$ cat src/hdl/bitmap_block_allocator_assert.svh
// Assertion macros for the block allocator
`ifndef BITMAP_BLOCK_ALLOCATOR_ASSERT_SVH
`define BITMAP_BLOCK_ALLOCATOR_ASSERT_SVH

`define BBA_ASSERT_IMPL(label, clk, rst, a, c, msg) \
  label: assert property (@(posedge clk) disable iff (rst) (a) |-> (c)) else $error(msg);

`define BBA_ASSERT_NEXT(label, clk, rst, a, c, msg) \
  label: assert property (@(posedge clk) disable iff (rst) (a) |=> (c)) else $error(msg);

`endif

$ cat src/hdl/bba_pkg.sv
`timescale 1ns / 1ps
package bba_pkg;
  localparam int NBLK = 256;
  localparam int IW = 8;
  localparam int CW = 9;

  localparam logic [1:0] ST_OK = 2'd0;
  localparam logic [1:0] ST_BAD_SIZE = 2'd1;
  localparam logic [1:0] ST_NO_SPACE = 2'd2;
  localparam logic [1:0] ST_NOT_FOUND = 2'd3;

  localparam logic KIND_ALLOC = 1'b0;
  localparam logic KIND_FREE = 1'b1;

  typedef struct packed {
    logic [0:0] kind;
    logic [8:0] run_length;
    logic [7:0] block_index;
  } req_t;

  typedef struct packed {
    logic [1:0] status;
    logic [7:0] start_block;
  } rsp_t;

  // controller -> datapath
  typedef struct packed {
    logic load;     // capture request, clear scan state
    logic step;     // examine one block at scan index
    logic commit;   // write one block of the chosen run
  } cmd_t;

  // datapath -> controller
  typedef struct packed {
    logic is_free_op;
    logic bad_size;
    logic scan_done;   // search finished (hit or end)
    logic hit;         // search found its run
    logic commit_done; // last block written
  } sts_t;
endpackage

$ cat src/hdl/bba_ctrl.sv
`timescale 1ns / 1ps
module bba_ctrl (
  input  logic          clk,
  input  logic          rst,
  input  logic          in_valid,
  output logic          in_ready,
  output logic          out_valid,
  input  logic          out_ready,
  output bba_pkg::cmd_t cmd,
  input  bba_pkg::sts_t sts,
  output logic [1:0]    status_sel
);
  import bba_pkg::*;

  localparam logic [2:0] S_IDLE = 3'd0;
  localparam logic [2:0] S_CHECK = 3'd1;
  localparam logic [2:0] S_SCAN = 3'd2;
  localparam logic [2:0] S_COMMIT = 3'd3;
  localparam logic [2:0] S_DONE = 3'd4;

  logic [2:0] state, state_next;
  logic [1:0] status, status_next;

  assign in_ready = (state == S_IDLE);
  assign out_valid = (state == S_DONE);
  assign status_sel = status;

  always_comb begin
    state_next = state;
    status_next = status;
    cmd = '0;
    case (state)
      S_IDLE: begin
        if (in_valid) begin
          cmd.load = 1'b1;
          state_next = S_CHECK;
        end
      end
      S_CHECK: begin
        if (!sts.is_free_op && sts.bad_size) begin
          status_next = ST_BAD_SIZE;
          state_next = S_DONE;
        end else begin
          state_next = S_SCAN;
        end
      end
      S_SCAN: begin
        if (sts.scan_done) begin
          if (sts.is_free_op) begin
            status_next = sts.hit ? ST_OK : ST_NOT_FOUND;
            state_next = S_DONE;
          end else if (sts.hit) begin
            status_next = ST_OK;
            state_next = S_COMMIT;
          end else begin
            status_next = ST_NO_SPACE;
            state_next = S_DONE;
          end
        end else begin
          cmd.step = 1'b1;
        end
      end
      S_COMMIT: begin
        cmd.commit = 1'b1;
        if (sts.commit_done) state_next = S_DONE;
      end
      S_DONE: begin
        if (out_ready) state_next = S_IDLE;
      end
      default: state_next = S_IDLE;
    endcase
  end

  always_ff @(posedge clk) begin
    if (rst) begin
      state <= S_IDLE;
      status <= ST_OK;
    end else begin
      state <= state_next;
      status <= status_next;
    end
  end
endmodule

$ cat src/hdl/bba_datapath.sv
`timescale 1ns / 1ps
module bba_datapath (
  input  logic          clk,
  input  logic          rst,
  input  logic          cfg_we,
  input  logic [8:0]    cfg_data,
  input  bba_pkg::req_t req,
  input  bba_pkg::cmd_t cmd,
  output bba_pkg::sts_t sts,
  output logic [7:0]    start_out
);
  import bba_pkg::*;

  logic [CW-1:0] num_blocks;
  logic [NBLK-1:0] free_map;
  logic [NBLK-1:0] owned;          // owner entry differs from own index
  logic [IW-1:0] owner_mem [NBLK]; // undefined where owned is clear
  logic [IW-1:0] owner_q;          // owner_mem[idx], registered from idx_next

  logic kind;
  logic [CW-1:0] len;
  logic [IW-1:0] target;
  logic [CW-1:0] idx;      // scan / commit position, may reach NBLK
  logic [CW-1:0] idx_next;
  logic [CW-1:0] run;
  logic [IW-1:0] start;
  logic hit, done;

  logic [CW-1:0] count;
  logic [IW-1:0] ii;
  logic [IW-1:0] own_i;
  logic at_end, match;

  assign count = (num_blocks > CW'(NBLK)) ? CW'(NBLK) : num_blocks;
  assign ii = idx[IW-1:0];
  assign own_i = owned[ii] ? owner_q : ii;
  assign at_end = (idx >= count);
  assign match = (own_i == target);

  assign sts.is_free_op = kind;
  assign sts.bad_size = (len == '0) || (len > count);
  assign sts.scan_done = done || at_end;
  assign sts.hit = hit;
  assign sts.commit_done = (idx == CW'(start) + len - CW'(1));
  assign start_out = start;

  always_comb begin
    idx_next = idx;
    if (cmd.load) begin
      idx_next = '0;
    end else if (cmd.step) begin
      if (kind == KIND_ALLOC) begin
        if (free_map[ii] && (run + CW'(1) == len)) idx_next = idx + CW'(1) - len;
        else idx_next = idx + CW'(1);
      end else if (match || !hit) begin
        idx_next = idx + CW'(1);
      end
    end else if (cmd.commit) begin
      idx_next = idx + CW'(1);
    end
  end

  always_ff @(posedge clk) begin
    if (rst) begin
      num_blocks <= CW'(NBLK);
      free_map <= '1;
      owned <= '0;
      hit <= 1'b0;
      done <= 1'b0;
    end else begin
      if (cfg_we) num_blocks <= cfg_data;
      idx <= idx_next;
      if (cmd.load) begin
        kind <= req.kind;
        len <= req.run_length;
        target <= req.block_index;
        run <= '0;
        start <= '0;
        hit <= 1'b0;
        done <= 1'b0;
      end else if (cmd.step) begin
        if (kind == KIND_ALLOC) begin
          if (free_map[ii]) begin
            if (run + CW'(1) == len) begin
              hit <= 1'b1;
              done <= 1'b1;
              start <= IW'(idx + CW'(1) - len);
            end
            run <= run + CW'(1);
          end else begin
            run <= '0;
          end
        end else begin
          if (match) begin
            hit <= 1'b1;
            owned[ii] <= 1'b0;
            free_map[ii] <= 1'b1;
          end else if (hit) begin
            done <= 1'b1;
          end
        end
      end else if (cmd.commit) begin
        free_map[ii] <= 1'b0;
        owned[ii] <= (start != ii);
      end
    end
  end

  always_ff @(posedge clk) begin
    if (cmd.commit) owner_mem[ii] <= start;
    owner_q <= owner_mem[idx_next[IW-1:0]];
  end
endmodule

$ cat src/hdl/bitmap_block_allocator.sv
`timescale 1ns / 1ps
// First-fit contiguous block allocator over a 256-block pool.
// req word (valid/ready): kind 0 allocates run_length blocks, kind 1 frees
// the first run owned by block_index. rsp word (valid/ready) carries status
// and start_block; one rsp word per req word.
// One request at a time: req is taken only when idle. An allocate scans one
// block per cycle up to the end of the run found (or the block count), then
// writes one block per cycle of the run. A free scans one block per cycle
// to the end of the owned run (or the block count). A bad size is answered
// from the check state, without a scan.
// The rsp word holds while rsp_ready is low; no new req is taken meanwhile.
// cfg_we writes num_blocks (0..511, used as at most 256) at once; write only while idle.
// Reset (rst, synchronous): all blocks free, every block owns itself,
// num_blocks = 256. No clearing pass is needed.
module bitmap_block_allocator (
  input  logic          clk,
  input  logic          rst,
  input  logic          cfg_we,
  input  logic [8:0]    cfg_data,
  input  logic          req_valid,
  output logic          req_ready,
  input  bba_pkg::req_t req,
  output logic          rsp_valid,
  input  logic          rsp_ready,
  output bba_pkg::rsp_t rsp
);
  import bba_pkg::*;
  `include "bitmap_block_allocator_assert.svh"

  cmd_t cmd;
  sts_t sts;
  logic [1:0] status_sel;
  logic [7:0] start_out;

  bba_ctrl u_ctrl (
    .clk(clk), .rst(rst),
    .in_valid(req_valid), .in_ready(req_ready),
    .out_valid(rsp_valid), .out_ready(rsp_ready),
    .cmd(cmd), .sts(sts), .status_sel(status_sel)
  );

  bba_datapath u_dp (
    .clk(clk), .rst(rst),
    .cfg_we(cfg_we), .cfg_data(cfg_data),
    .req(req), .cmd(cmd), .sts(sts), .start_out(start_out)
  );

  assign rsp.status = status_sel;
  assign rsp.start_block = (status_sel == ST_OK && !sts.is_free_op) ? start_out : '0;

  `BBA_ASSERT_IMPL(a_one_cmd, clk, rst, 1'b1, $onehot0(cmd), "multiple commands")
  `BBA_ASSERT_IMPL(a_no_accept_busy, clk, rst, rsp_valid, !req_ready, "accept while busy")
  `BBA_ASSERT_NEXT(a_load_leaves_idle, clk, rst, cmd.load, !req_ready, "stayed idle")
endmodule

$ cat config.mk
export PLATFORM = sky130hd
export DESIGN_NAME = bitmap_block_allocator
export DESIGN_NICKNAME = d
export VERILOG_FILES = /design/src/hdl/bba_pkg.sv /design/src/hdl/bba_ctrl.sv /design/src/hdl/bba_datapath.sv /design/src/hdl/bitmap_block_allocator.sv
export VERILOG_INCLUDE_DIRS = /design/src /design/src/hdl
export SDC_FILE = /design/constraint.sdc
export NUM_CORES = 2
export LEC_CHECK = 0
export BUFFER_PORTS_ARGS = -buffer_cell sky130_fd_sc_hd__buf_2
export CORE_MARGIN = 2
export CORE_UTILIZATION = 50
export DETAILED_ROUTE_END_ITERATION = 10
export PLACE_DENSITY = 0.65
export RECOVER_POWER = 100
export SLEW_MARGIN = 20
export SYNTH_ARGS = -nofsm -noshare
export SYNTH_HDL_FRONTEND = slang
export SYNTH_SLANG_ARGS = --single-unit
$ cat constraint.sdc
create_clock -name clk -period 11.05 [get_ports clk]
set_input_delay 1.6575 -clock clk [delete_from_list [all_inputs] [get_ports clk]]
set_output_delay 1.6575 -clock clk [all_outputs]
set_load 0.01 [all_outputs]
==> results.yml <==
logic_synthesis:
  synth_warnings: 0
  synth_top_area_cell: "edfxtp_1"
  synth-seq-cells: 2628
  yosysMostFrequentCell: "edfxtp_1"
  synth_area_per_cell_sq_um: 12.9
  synth_area_sq_um: 111000
  synth_nets: 8647
  async_flop_share_pct: 0
  postSynthCellCount: 8567
  synth_edf_count: 2092
  synth_common_cells: "edfxtp_1, nand2_1, mux2i_1"
  synthFlopType: "edfxtp_1"
  yosysSeqAreaShare_pct: 66.6
  yosysTopAreaCellShare_pct: 56.8
  ys_types: 89
  synth.area.top_cells: "edfxtp_1, dfxtp_1, mux2i_1"
global_route:
  grt_first_pass_wirelength_um: 490000
  grt_max_degree: 187
  grt_antenna_before_repair: 18
  overflow: 0
  grt_use_total_pct: 29.8
  grt_pass1_vias: 69900
clocking:
  postCtsSetupBuffers: 0
  path_clk_slew_ns: 0.06
  cts_buffers: 290
  clock-sinks: 2628
  clock_latency_ns: 0.94
  cts_max_level: 5
  clockBufferDepth: 4
  ctsResizeCount: 0
  postCtsHoldBufs: 0
  cts_tree: "built"
  cts-root-buf: "clkbuf_16"
cells_and_area:
  stdcell_area_sq_um: 122000
  fin_nets: 8554
  area_delta_synth_final_pct: 10.4
  drive_gt1_share_pct: 8.41
  fill_cells: 17700
timing:
  finalCritPeriodShare_pct: 92.2
  slew_violations: 2946
  setup_viol: 0
  rsz0062_at_grt: "no"
  finalHoldViolations: 0
  clock_skew_ns: 0.0666
  fin_setup_tns_ns: 0
  finalCriticalPeriod_ns: 10.18
  worst_pin_slew_ns: 9.62
  slew_headroom_pct: -541
  fmax_mhz: 98.2
placed_design:
  dpl.hpwl_um: 204000
  port_buffers: 43
  placed_cell_area_sq_um: 113000
  routabilityCongestion: 0.927
die:
  chipWidth_um: 474
  row_count: 172
  initial_utilization_pct: 50.3
  top_level_ports: 44
  dieArea_sq_um: 225000
  fp.dieH_um: 474
  core_sq_um: 220000
routing:
  wire_per_inst_um: 29.4
  wl_um: 342000
  drtIter0Drc: 10600
  route.detailed.drc: 0
  num_vias: 74000
  vias_per_cell: 6.35
  postRouteAntennaNets: 0
  drt_first_pass_iters: 6
power:
  power_density_nw_per_um2: 287
  vdd_drop_max_mv: 0.372
  p_leak_uw: 0.0428
  power.total_uw: 35100
min_path:
  worstHoldPathType: "flip-flop to flip-flop"
critical_path:
  crit_type: "flip-flop to flip-flop"
  critPathRequiredTime_ns: 11.89
  cp-start-kind: "flip-flop"
  worstPathMaxFanout: 19
  crit_path_end_kind: "flip-flop"
  arrival_ns: 11.03
outcome:
  status: "complete, but fails checks"
  violations: "max-capacitance violations, max-slew violations"
flow_run:
  cap_violations: 65
[final timing paths]
kind / from / to / slack (ns) / depth (start not counted)
worst min-delay path: u_dp.owned[200] / u_dp.owned[200] / 0.45 / 2
worst max register to register: u_dp.idx[5] / u_dp.owner_q[3] / 0.87 / 21
worst max-delay path: u_dp.idx[5] / u_dp.owner_q[3] / 0.87 / 21
worst min register to register: u_dp.owned[200] / u_dp.owned[200] / 0.45 / 2
[worst max-delay path: stages, from the launching register on]
cell and delay, ns:
edfxtp_1 0.58, clkbuf_1 0.83, clkbuf_1 1.22, nand2b_1 0.61
a21oi_1 0.09, nand3_1 0.14, a41oi_1 0.24, nor4_4 0.60
nand2_1 0.11, o31ai_1 0.13, mux2_1 0.37, o211ai_1 0.43
or3_1 0.47, a21oi_1 0.18, o21a_1 0.20, o21ai_0 0.20
clkbuf_1 1.02, nand2_1 0.78, o21bai_1 0.38, o32ai_1 0.91
a221oi_1 0.30, a31oi_1 0.25
[layout by cell type (no fill, tap or decap), types with 38 or more instances in the layout]
cell type | Yosys | layout
nor3_1 | 79 | 76
nand2_1 | 1500 | 1492
nor2_1 | 535 | 519
a22oi_1 | 41 | 41
buf_4 | 89 | 93
and3_1 | 132 | 132
inv_1 | 54 | 54
clkbuf_16 | 0 | 302
o221ai_1 | 161 | 161
clkbuf_1 | 337 | 143
o211ai_1 | 214 | 215
clkinv_1 | 5 | 42
dfxtp_1 | 536 | 536
clkinv_2 | 0 | 45
edfxtp_1 | 2092 | 2092
mux4_2 | 99 | 99
a21oi_1 | 469 | 468
o21ai_0 | 156 | 156
ha_1 | 46 | 46
mux2i_1 | 932 | 932
xnor2_1 | 38 | 38
nand3_1 | 320 | 320
a31oi_1 | 97 | 97
nor4_1 | 60 | 58
[metal layers]
metal | global-route usage, % | routed length, um | up-vias
met2 | 45.7 | 154000 | 4173
met5 | 0 | 45 | -
met1 | 40.6 | 134000 | 37000
met4 | 14.1 | 18700 | 8
li1 | - | - | 31900
met3 | 6.38 | 35500 | 886
[stage by stage]
step / std cells / utilization (%) / setup slack [ns] / hold slack, ns
CTS: 11600 / 55.8 / 2.12 / 0.454
global placement: 11100 / 51.5 / 2.16 / 0.439
global route: 11600 / 55.5 / 0.915 / 0.468
finish: 11700 / 55.5 / 0.866 / 0.453
detailed placement: 11100 / 51.6 / 2.16 / 0.446
floorplan: 8567 / - / 4.89 / 0.433
[layout make-up]
class                      instances  area, sq um  area share, %
sequential                      2628        73600           60.3
tap                             2958         3700           3.03
multi-input combinational       5254        33600           27.5
timing repair buffer             237         1700           1.39
clock inverter                   126         1240           1.02
clock buffer                     380         8010           6.56
antenna                            6         15.0         0.0123
inverter                          63          259          0.212
[power by group]
group,internal (uW),switching (uW),total (uW)
Sequential,11500,158,11700
Combinational,4100,9770,13900
Clock,5660,3880,9530
[cell families after synthesis]
kind of cell	synth area share [%]
compound gates	8.14
simple gates	10.5
fa+ha+maj	0.557
buf+inv	3.21
xor+xnor	0.483
mux	10.6
flops	66.6
[registers in the layout (all words and copies together) (netlist names), named ones only]
signal / flops
u_dp.owner_mem: 2048
u_dp.owner_q: 8
u_dp.owned: 256
u_dp.run: 9
u_dp.len: 9
u_dp.idx: 9
u_dp.num_blocks: 9
u_ctrl.status_sel: 2
u_ctrl.state: 3
u_dp.start_out: 8
u_dp.hit: 1
u_dp.done: 1
u_dp.target: 8
u_dp.kind: 1
(Power assumes the default switching activity.)
